`src/cfcrc_pkg.sv`:
```
// Package for the configurable CRC-16 engine: widths, register indexes,
// the configuration struct and the polynomial bit-reversal function.
// No dependencies.
package cfcrc_pkg;

  localparam int unsigned CrcW   = 16;
  localparam int unsigned ByteW  = 8;
  localparam int unsigned CfgIdxW = 8;

  // Configuration register indexes.
  localparam logic [CfgIdxW-1:0] RegPolynomial   = 8'd0;
  localparam logic [CfgIdxW-1:0] RegInitialValue = 8'd1;
  localparam logic [CfgIdxW-1:0] RegReflected    = 8'd2;
  localparam logic [CfgIdxW-1:0] RegSwapBytes    = 8'd3;

  // Reset values of the registers.
  localparam logic [CrcW-1:0] PolyReset = 16'h1021;
  localparam logic [CrcW-1:0] InitReset = 16'hFFFF;

  typedef struct packed {
    logic [CrcW-1:0] polynomial;
    logic [CrcW-1:0] initial_value;
    logic            reflected_mode;
    logic            swap_result_bytes;
  } cfg_t;

  function automatic logic [CrcW-1:0] reverse16(input logic [CrcW-1:0] v);
    logic [CrcW-1:0] r;
    for (int i = 0; i < CrcW; i++) begin
      r[CrcW-1-i] = v[i];
    end
    return r;
  endfunction

endpackage

```
`src/cfcrc_cfg.sv`:
```
// Configuration register bank of the CRC-16 engine.
// Depends on cfcrc_pkg.
module cfcrc_cfg (
  input  logic                          clk_i,
  input  logic                          rst_ni,
  input  logic                          cfg_we_i,
  input  logic [cfcrc_pkg::CfgIdxW-1:0] cfg_index_i,
  input  logic [cfcrc_pkg::CrcW-1:0]    cfg_data_i,
  output cfcrc_pkg::cfg_t               cfg_o,
  output logic                          init_load_o
);
  import cfcrc_pkg::*;

  cfg_t cfg_q, cfg_d;
  logic init_load;

  always_comb begin
    cfg_d     = cfg_q;
    init_load = 1'b0;
    if (cfg_we_i) begin
      case (cfg_index_i)
        RegPolynomial:   cfg_d.polynomial = cfg_data_i;
        RegInitialValue: begin
          cfg_d.initial_value = cfg_data_i;
          init_load           = 1'b1;
        end
        RegReflected:    cfg_d.reflected_mode    = cfg_data_i[0];
        RegSwapBytes:    cfg_d.swap_result_bytes = cfg_data_i[0];
        default:         cfg_d = cfg_q;
      endcase
    end
  end

  always_ff @(posedge clk_i or negedge rst_ni) begin
    if (!rst_ni) begin
      cfg_q.polynomial        <= PolyReset;
      cfg_q.initial_value     <= InitReset;
      cfg_q.reflected_mode    <= 1'b0;
      cfg_q.swap_result_bytes <= 1'b0;
    end else begin
      cfg_q <= cfg_d;
    end
  end

  assign cfg_o       = cfg_q;
  assign init_load_o = init_load;

endmodule

```
`src/cfcrc_fold.sv`:
```
// Byte fold of the CRC-16: eight unrolled bit steps, MSB-first or
// LSB-first with the reversed polynomial. Depends on cfcrc_pkg.
module cfcrc_fold (
  input  logic [cfcrc_pkg::CrcW-1:0]  crc_i,
  input  logic [cfcrc_pkg::ByteW-1:0] data_i,
  input  logic [cfcrc_pkg::CrcW-1:0]  polynomial_i,
  input  logic                        reflected_i,
  output logic [cfcrc_pkg::CrcW-1:0]  crc_o
);
  import cfcrc_pkg::*;

  logic [CrcW-1:0] rev_poly;
  logic [CrcW-1:0] c;

  assign rev_poly = reverse16(polynomial_i);

  always_comb begin
    if (reflected_i) begin
      c = crc_i ^ {{(CrcW-ByteW){1'b0}}, data_i};
      for (int i = 0; i < ByteW; i++) begin
        c = c[0] ? ((c >> 1) ^ rev_poly) : (c >> 1);
      end
    end else begin
      c = crc_i ^ {data_i, {(CrcW-ByteW){1'b0}}};
      for (int i = 0; i < ByteW; i++) begin
        c = c[CrcW-1] ? ((c << 1) ^ polynomial_i) : (c << 1);
      end
    end
  end

  assign crc_o = c;

endmodule

```
`src/configurable_crc16_engine.sv`:
```
// Configurable CRC-16 engine: an accepted last beat passes the input register,
// then the result register, before the result beat. One byte per cycle is
// taken unless a last beat waits on a stalled result; the eight bit steps are
// one XOR network between the input register and the running CRC register.
// Reset clears both stages and loads the defaults (polynomial 0x1021,
// initial value 0xFFFF, normal bit order, no byte swap).
module configurable_crc16_engine (
  input  logic                          clk_i,
  input  logic                          rst_ni,
  input  logic                          in_valid_i,
  output logic                          in_stall_o,
  input  logic [cfcrc_pkg::ByteW-1:0]   data_byte_i,
  input  logic                          last_byte_i,
  output logic                          out_valid_o,
  input  logic                          out_stall_i,
  output logic [cfcrc_pkg::CrcW-1:0]    crc_value_o,
  input  logic                          cfg_we_i,
  input  logic [cfcrc_pkg::CfgIdxW-1:0] cfg_index_i,
  input  logic [cfcrc_pkg::CrcW-1:0]    cfg_data_i
);
  import cfcrc_pkg::*;

  cfg_t             cfg;
  logic             init_load;

  logic             in_valid_q;
  logic [ByteW-1:0] data_q;
  logic             last_q;
  logic [CrcW-1:0]  crc_q, crc_d;
  logic [CrcW-1:0]  fold_crc;
  logic             out_valid_q;
  logic [CrcW-1:0]  out_crc_q;
  logic             out_free;
  logic             advance;
  logic             in_accept;

  cfcrc_cfg u_cfg (
    .clk_i,
    .rst_ni,
    .cfg_we_i,
    .cfg_index_i,
    .cfg_data_i,
    .cfg_o       (cfg),
    .init_load_o (init_load)
  );

  cfcrc_fold u_fold (
    .crc_i        (crc_q),
    .data_i       (data_q),
    .polynomial_i (cfg.polynomial),
    .reflected_i  (cfg.reflected_mode),
    .crc_o        (fold_crc)
  );

  // A non-last beat never needs the result register, so it always moves on.
  assign out_free   = !out_valid_q || !out_stall_i;
  assign advance    = in_valid_q && (!last_q || out_free);
  assign in_stall_o = in_valid_q && !advance;
  assign in_accept  = in_valid_i && !in_stall_o;

  always_comb begin
    crc_d = crc_q;
    if (init_load) begin
      crc_d = cfg_data_i;
    end else if (advance) begin
      crc_d = last_q ? cfg.initial_value : fold_crc;
    end
  end

  always_ff @(posedge clk_i or negedge rst_ni) begin
    if (!rst_ni) begin
      in_valid_q  <= 1'b0;
      out_valid_q <= 1'b0;
      crc_q       <= InitReset;
    end else begin
      crc_q <= crc_d;
      if (in_accept) begin
        in_valid_q <= 1'b1;
      end else if (advance) begin
        in_valid_q <= 1'b0;
      end
      if (advance && last_q) begin
        out_valid_q <= 1'b1;
      end else if (!out_stall_i) begin
        out_valid_q <= 1'b0;
      end
    end
  end

  always_ff @(posedge clk_i) begin
    if (in_accept) begin
      data_q <= data_byte_i;
      last_q <= last_byte_i;
    end
    if (advance && last_q) begin
      out_crc_q <= cfg.swap_result_bytes ? {fold_crc[ByteW-1:0], fold_crc[CrcW-1:ByteW]}
                                         : fold_crc;
    end
  end

  assign out_valid_o = out_valid_q;
  assign crc_value_o = out_crc_q;

  // An accepted beat is always held in the input register on the next cycle.
  a_accept_fills : assert property (@(posedge clk_i) disable iff (!rst_ni)
    in_accept |=> in_valid_q)
    else $error("accepted beat did not reach the input register");

  // A last beat that moves on always produces a result beat.
  a_last_gives_result : assert property (@(posedge clk_i) disable iff (!rst_ni)
    (advance && last_q) |=> out_valid_q)
    else $error("last beat did not produce a result");

  // After a message ends the running CRC restarts from the initial value.
  a_crc_reload : assert property (@(posedge clk_i) disable iff (!rst_ni)
    (advance && last_q) |=> (crc_q == cfg.initial_value))
    else $error("CRC register not reloaded after last beat");

  // A last beat must wait while a result is still held back.
  a_last_waits : assert property (@(posedge clk_i) disable iff (!rst_ni)
    (in_valid_q && last_q && out_valid_q && out_stall_i) |-> in_stall_o)
    else $error("last beat moved on over a stalled result");

endmodule

```
`config.mk`:
```
export PLATFORM = sky130hd
export DESIGN_NAME = configurable_crc16_engine
export DESIGN_NICKNAME = d
export VERILOG_FILES = /design/src/cfcrc_pkg.sv /design/src/cfcrc_cfg.sv /design/src/cfcrc_fold.sv /design/src/configurable_crc16_engine.sv
export SDC_FILE = /design/constraint.sdc
export NUM_CORES = 1
export LEC_CHECK = 0
export ABC_AREA = 1
export BUFFER_PORTS_ARGS = -buffer_cell sky130_fd_sc_hd__buf_2
export CORE_AREA = 8 8 184 99
export CTS_CLUSTER_DIAMETER = 60
export DETAILED_ROUTE_END_ITERATION = 8
export DIE_AREA = 0 0 192 107
export GPL_TIMING_DRIVEN = 0
export MAX_ROUTING_LAYER = met4
export PLACE_DENSITY = 0.83
export SYNTH_ARGS = -nofsm -noshare
export SYNTH_HDL_FRONTEND = slang
export SYNTH_SLANG_ARGS = --single-unit
```
`constraint.sdc`:
```
create_clock -name clk_i -period 2.9 [get_ports clk_i]
set_input_delay 0.58 -clock clk_i [delete_from_list [all_inputs] [get_ports clk_i]]
set_output_delay 0.58 -clock clk_i [all_outputs]
set_load 0.02 [all_outputs]
```
==> results of run 1 <==
[cell type report]
type,count,area share (%)
Multi-Input combinational cell,1116,58.87
Timing Repair Buffer,115,6.944
Clock buffer,10,2.037
Tap cell,210,2.337
Inverter,174,5.976
Buffer,77,4.340
Clock inverter,6,0.8235
Sequential cell,77,18.65
Antenna cell,1,0.02226
[synth_stat cells (all sizes together)]
master	n
nand2	509
nand3	214
inv	172
nor2	139
xnor2	94
o21ai	69
xor2	54
clkbuf	41
buf	39
dfstp	35
edfxtp	25
dfrtp	17
nand4	14
o22ai	10
a21oi	9
clkinv	2
and3b	1
nand2b	1
nor4	1
[state kept, by name, indices dropped and copies added (netlist names)]
name	flops
u_cfg.cfg_o	34
out_valid_o	1
crc_q	16
in_valid_q	1
crc_value_o	16
data_q	8
last_q	1
[metal layers]
metal	global-route usage [%]	share of wire, %	wire [um]
met1	47.58	41	14390
met2	46.46	41	14330
met5	-	0	0
met4	8.460	2.2	774
met3	9.332	16	5446
[cell usage in the layout (no fill, tap or decap), types with 3 or more instances in the layout]
cell type / Yosys / routed
nand2_2: 14 / 82
nor2_2: 4 / 10
nor2_1: 132 / 120
inv_1: 157 / 150
xor2_1: 53 / 50
dfrtp_1: 17 / 16
buf_6: 5 / 20
buf_2: 22 / 67
buf_8: 0 / 5
buf_4: 7 / 54
o21ai_0: 65 / 58
nand2_1: 493 / 404
xnor2_1: 94 / 80
o21ai_2: 0 / 3
nand3_4: 0 / 28
nand4_1: 14 / 14
xnor2_2: 0 / 14
inv_6: 0 / 3
o21ai_1: 4 / 8
a21oi_1: 9 / 9
nand2_4: 2 / 23
o22ai_1: 10 / 10
nor2_4: 2 / 8
inv_2: 15 / 16
nand3_1: 202 / 136
inv_4: 0 / 5
nand3_2: 12 / 50
clkbuf_16: 0 / 11
clkbuf_4: 0 / 3
xor2_2: 0 / 3
dfstp_2: 35 / 35
clkbuf_1: 41 / 37
edfxtp_1: 25 / 25
buf_1: 5 / 4
[timing repair]
item	in CTS	in global routing
gates resized for setup	138	121
pin swaps	48	67
setup endpoints to repair	32	32
buffers inserted	37	15
gates cloned	6	3
[stage by stage]
step	std cells	setup slack (ps)	area, um^2
after floorplan	1446	-192.8	8853
after global placement	1711	-1086	9392
after detailed placement	1711	-1147	9392
after CTS	1767	-598.5	10550
after global routing	1786	-951.8	11240
final	1786	-777.6	11240
[path summary, 6_finish.rpt]
check                                from               to  slack (ps)  cells past startpoint
setup / recovery                 crc_q[0]   crc_value_o[1]        -780                     27
hold / removal             data_byte_i[1]        data_q[1]         400                      1
setup reg to reg                 crc_q[0]   crc_value_o[1]        -780                     27
hold reg to reg            u_cfg.cfg_o[6]   u_cfg.cfg_o[6]         500                      2
max in group asynchronous          rst_ni  u_cfg.cfg_o[29]        1640                      1
min in group asynchronous          rst_ni   u_cfg.cfg_o[0]         470                      1
[cell families after synthesis]
group                  Yosys count  synth area share, %
AO/OA/AOI/OAI                   88                5.223
flip-flops                      77                24.17
AND/OR/NAND/NOR                879                43.40
XOR/XNOR                       148                15.16
buffers and inverters          254                12.05
==> results_dict.tcl, run 1 <==
set metrics [dict create \
    critPathRequiredTime_ps 3000 \
    grt_max_degree 53 \
    h-tree-depth 3 \
    clock_latency_ps 350 \
    grt_pass1_wl_um 52140 \
    wl_per_cell_um 19.57 \
    clockBufferDepth 2 \
    layout_min_cycle_time_ps 3678 \
    register_area_um2 2097 \
    cts_tree "done" \
    cp_max_fo 8 \
    ys_seq_area_share_pct 24.17 \
    vias_per_cell 5.812 \
    holdCritPathClass "in -> reg" \
    postLayoutCoreUtil_pct 71.28 \
    coreArea_um2 15770 \
    start_util_pct 54.98 \
    slew_viol_final 0 \
    final.setup_skew_ps 15.13 \
    gr-usage-all-layers_pct 33.70 \
    cpMaxStageDelayCell "dfstp_2" \
    status "finished with violations" \
    worst-path-buf-inv 4 \
    setup_viol 32 \
    ant_nets 0 \
    yosys_warnings 0 \
    syn-mean-instance-area_um2 5.997 \
    cts_root_buf "clkbuf_16" \
    syn_area_um2 8672 \
    rsz0062_at_grt "yes" \
    maxCapViolCount 0 \
    critPathLaunchType "flip-flop" \
    slew_headroom_pct 22.60 \
    areaGrowthSynthToFinish_pct 29.65 \
    clk_pin_slew_ps 70 \
    hpwl_um 24790 \
    drt_iter0_drc 1580 \
    nFillCells 1317 \
    violations "setup timing" \
    multiInputGateArea_um2 6619 \
    ys_types 31 \
    holdWs_ps 399.7 \
    drt_wl_total_um 34940 \
    synth-seq-cells 77 \
    cts.sinks 77 \
    die_h_um 107 \
    tns_ps -22670 \
    drtPass1Iterations 6 \
    drive_gt1_share_pct 28.51 \
    via_count 10380 \
    die_w_um 192 \
    worst_path_dominant_cell_family "simple AND/OR/NAND/NOR gates" \
    io_buffers 55 \
    end_kind "flip-flop" \
    worstPathArrival_ps 3780 \
    max_stage_delay_ps 580 \
    place_congestion 1.060 \
    synth_top_area_share_pct 21.34 \
    placementRows 33 \
    cts_hold_buf 0 \
    syn_inst 1446 \
    fin_crit_sh_pct 126.8 \
    synth.area.top_cells "nand2_1 21%, nand3_1 12%, dfstp_2 11%" \
    setup_ws_ps -777.6 \
    cts_inserted_buffers 9 \
    antenna_found_initial 1 \
    synth_fp_nets 1484 \
    fin_nets 1608 \
    grt_pass1_vias 9419 \
    crit_top_cell "nand2_2" \
    hold_viol 0 \
    drc 0 \
    synth_top_cell_by_area "nand2_1" \
    die_area_um2 20540 \
    crit_type "reg -> reg" \
    worst_pin_slew_ps 1161 \
    fmax_ghz 0.2719 \
    ios 56 \
    overflow 0 \
]
Power of run 1 is not shown: default switching activity piles up to over one toggle a cycle in this logic, so the estimate is an artifact.
==> run 2: changes to the inputs <==
CORE_AREA = 8 8 232 123   (was 8 8 184 99)
DIE_AREA = 0 0 240 131   (was 0 0 192 107)
PLACE_DENSITY = 0.58   (was 0.83)
==> results_dict.tcl, run 2 (synthesis results as in run 1) <==
set metrics [dict create \
    largest_register_ffs 34 \
    hold_viol 0 \
    critPathRequiredTime_ps 2990 \
    critPathLaunchType "flip-flop" \
    antenna_found_initial 0 \
    slew_viol_final 0 \
    areaGrowthSynthToFinish_pct 34.60 \
    coreArea_um2 25540 \
    cts_hold_buf 0 \
    setup_ws_ps -776.4 \
    layout_min_cycle_time_ps 3676 \
    maxCapViolCount 0 \
    drt_iter0_drc 1166 \
    fin_crit_sh_pct 126.8 \
    nFillCells 2659 \
    n_antenna_cell 0 \
    clockBufferDepth 2 \
    wl_per_cell_um 19.02 \
    via_count 10130 \
    grt_max_degree 53 \
    final_common_cell "nand2_1" \
    drive_gt1_share_pct 31.19 \
    holdCritPathClass "in -> reg" \
    placementRows 42 \
    grt_pass1_wl_um 54300 \
    worst_pin_slew_ps 1192 \
    cp_max_fo 8 \
    ios 56 \
    rsz0062_at_grt "yes" \
    crit_top_cell "nand2_2" \
    drt_wl_total_um 36940 \
    final_cells 1942 \
    max_stage_delay_ps 590 \
    final.setup_skew_ps 12.04 \
    cts_root_buf "clkbuf_16" \
    cpMaxStageDelayCell "dfstp_2" \
    overflow 0 \
    die_w_um 240 \
    gr-usage-all-layers_pct 23.49 \
    violations "setup timing" \
    place_congestion 1.041 \
    fmax_ghz 0.2720 \
    slew_headroom_pct 20.50 \
    cts_tree "done" \
    grt_pass1_vias 9111 \
    die_area_um2 31440 \
    clk_pin_slew_ps 70 \
    hpwl_um 27600 \
    worst-path-buf-inv 7 \
    io_buffers 55 \
    h-tree-depth 3 \
    clock_latency_ps 350 \
    final_cell_mix "392 x nand2_1, 147 x inv_1, 125 x nand3_1, 116 x nor2_1, 87 x nand2_2" \
    start_util_pct 33.96 \
    dp_cells 1853 \
    cts_inserted_buffers 9 \
    fin_nets 1623 \
    setup_viol 32 \
    worst_path_dominant_cell_family "simple AND/OR/NAND/NOR gates" \
    end_kind "flip-flop" \
    ant_nets 0 \
    worstPathArrival_ps 3770 \
    drc 0 \
    status "finished with violations" \
    crit_type "reg -> reg" \
    vias_per_cell 5.214 \
    die_h_um 131 \
    drtPass1Iterations 6 \
    cts.sinks 77 \
]
==> run 2: final timing paths <==
path | start | end | slack [ps] | cells after the start
min | last_byte_i | last_q | 400 | 1
max reg2reg | crc_q[0] | crc_value_o[4] | -780 | 30
min reg2reg | u_cfg.cfg_o[13] | u_cfg.cfg_o[13] | 490 | 2
max in group asynchronous | rst_ni | u_cfg.cfg_o[29] | 1620 | 1
max | crc_q[0] | crc_value_o[4] | -780 | 30
min in group asynchronous | rst_ni | out_valid_o | 490 | 1
==> run 2: metal layers <==
layer,track usage [%],vias to the layer above,wire [um]
li1,-,4760,-
met1,36.28,4856,18160
met2,30.19,478,14040
met3,5.716,31,4447
met4,3.338,0,295
met5,-,-,0
==> run 2: stage by stage <==
stage	setup TNS (ps)	cell area (um^2)	util (%)	worst slack (ps)	hold slack (ps)
after floorplan	-3123	8853	-	-192.8	284.4
after global routing	-28450	11670	45.70	-964.8	403.9
after global placement	-37620	9569	37.47	-1296	482.6
after detailed placement	-38470	9569	37.47	-1313	483.2
final	-22470	11670	45.70	-776.4	401.9
after CTS	-17640	11020	43.16	-618.1	404.2
==> run 2: repair_timing <==
| item | CTS | global route |
|---|---|---|
| gates resized for setup | 183 | 125 |
| pin swaps | 71 | 83 |
| setup buffers | 48 | 22 |
| cloned | 6 | 1 |
| endpoints found under the setup margin | 32 | 32 |
==> run 2: final cells by class <==
cell class	count	area [um^2]	area share, %
clock inverters	7	80.08	0.6860
flip-flops and latches	77	2098	17.98
inverters	174	668.1	5.724
well taps	352	440.4	3.773
clock buffers	9	225.2	1.929
repair buffers	131	914.6	7.836
multi-input cells	1116	6761	57.93
plain buffers	76	484.2	4.148
Power of run 2 is left out for the same reason.
==> run 3: changes to the inputs <==
CORE_AREA = 3 3 227 118   (was 8 8 232 123)
DIE_AREA = 0 0 230 121   (was 0 0 240 131)
GPL_TIMING_DRIVEN = not set   (was 0)
==> results_dict.tcl, run 3 (synthesis results as in run 1) <==
set metrics [dict create \
    place_congestion 0.9708 \
    slew_headroom_pct 41.76 \
    final.setup_skew_ps 10.99 \
    met1_length_um 15860 \
    holdWs_ps 354.7 \
    grt_pass1_vias 8687 \
    die_area_um2 27830 \
    cts_tree "done" \
    final_common_cell "nand2_1" \
    clk_pin_slew_ps 60 \
    worst_pin_slew_ps 870.3 \
    largest_register_ffs 34 \
    gr-usage-all-layers_pct 23.57 \
    violations "setup timing" \
    nFillCells 2534 \
    ant_nets 0 \
    dp_slack_ps -818.7 \
    die_h_um 121 \
    status "finished with violations" \
    antenna_found_initial 0 \
    start_util_pct 34.78 \
    slew_viol_final 0 \
    drt_iter0_drc 945 \
    maxCapViolCount 0 \
    crit_type "reg -> reg" \
    n_antenna_cell 0 \
    holdCritPathClass "in -> async" \
    h-tree-depth 3 \
    vias_per_cell 4.915 \
    setup_ws_ps -642.7 \
    via_count 9742 \
    rsz0062_at_grt "yes" \
    tns_ps -17680 \
    hpwl_um 25350 \
    fin_crit_sh_pct 122.2 \
    io_buffers 55 \
    clockBufferDepth 2 \
    cts_root_buf "clkbuf_16" \
    cp_max_fo 8 \
    end_kind "flip-flop" \
    setup_viol 32 \
    coreArea_um2 24930 \
    wl_met3_um 2679 \
    die_w_um 230 \
    placementRows 41 \
    critPathRequiredTime_ps 2990 \
    fmax_ghz 0.2823 \
    grt_pass1_wl_um 49400 \
    worstPathArrival_ps 3630 \
    ios 56 \
    postLayoutCoreUtil_pct 48.12 \
    wl_per_cell_um 16.47 \
    cts_inserted_buffers 9 \
    cts.sinks 77 \
    route.met2.wl_um 13600 \
    fin_nets 1671 \
    hold_viol 0 \
    overflow 0 \
    areaGrowthSynthToFinish_pct 38.33 \
    grt_max_degree 53 \
    critPathLaunchType "flip-flop" \
    drive_gt1_share_pct 33.15 \
    drtPass1Iterations 5 \
    top_layer "met4" \
    layout_min_cycle_time_ps 3543 \
    clock_latency_ps 340 \
    final_cell_mix "416 x nand2_1, 172 x buf_4, 149 x inv_1, 144 x nand3_1, 109 x nor2_1" \
    drc 0 \
    drt_wl_total_um 32640 \
]
-- run 3: cell types whose count changed in the layout (fill, tap and decap cells not counted), sizes merged --
cell,previous run,this run
buf,166,255
clkinvlp,1,0
inv,175,173
clkbuf,50,12
-- run 3: timing repair --
item | in CTS | in global routing
setup buffers | 16 | 11
hold buffers | 0 | 0
cloned | 1 | 0
pin swaps | 47 | 41
endpoints found under the setup margin | 32 | 32
gates resized for setup | 95 | 124
-- run 3: stage by stage --
stage          instance area [um^2]  cells
2_1_floorplan                  8853   1446
3_3_place_gp                  10590   1939
3_5_place_dp                  10590   1939
4_1_cts                       11390   1971
5_1_grt                       12000   1982
6_report                      12000   1982
-- run 3: worst paths after layout --
path	start	depth (start not counted)	slack, ps	endpoint
max	crc_q[15]	24	-640	crc_value_o[7]
min reg2reg	u_cfg.cfg_o[7]	2	490	u_cfg.cfg_o[7]
max in group asynchronous	rst_ni	2	2090	u_cfg.cfg_o[32]
min in group clk_i	data_byte_i[3]	1	410	data_q[3]
min	rst_ni	2	350	out_valid_o
max reg2reg	crc_q[15]	24	-640	crc_value_o[7]
-- run 3: worst max-delay path: stages, from the launching register on --
cell	delay, ps
dfstp_2	560
inv_2	70
nand2_4	80
nand3_2	80
nand2_4	130
nand3_4	90
nand2_4	90
inv_2	40
nor2_4	140
nand3_2	130
nand2_4	100
buf_6	130
nand2_2	60
xnor2_2	290
xor2_1	220
o21ai_2	80
nand2_2	110
nor2_2	70
nor2_4	250
buf_12	180
nand3_2	80
nand3_2	100
nand2_2	70
nand2_1	60
nand2_1	70
-- run 3: metal layers --
metal | vias to the layer above | track usage [%]
met3 | 40 | 4.315
li1 | 4864 | -
met1 | 4500 | 34.80
met2 | 338 | 33.36
met4 | 0 | 4.977
met5 | - | -
-- run 3: area by class of cell --
class	count	area (um^2)	area share (%)
timing repair buffer	255	1978	16.49
sequential	77	2096	17.47
clock buffer	12	257.7	2.149
inverter	174	663.1	5.528
multi-input combinational	1116	6518	54.33
tap	344	430.4	3.588
clock inverter	4	53.80	0.4485
Power of run 3 is left out for the same reason.
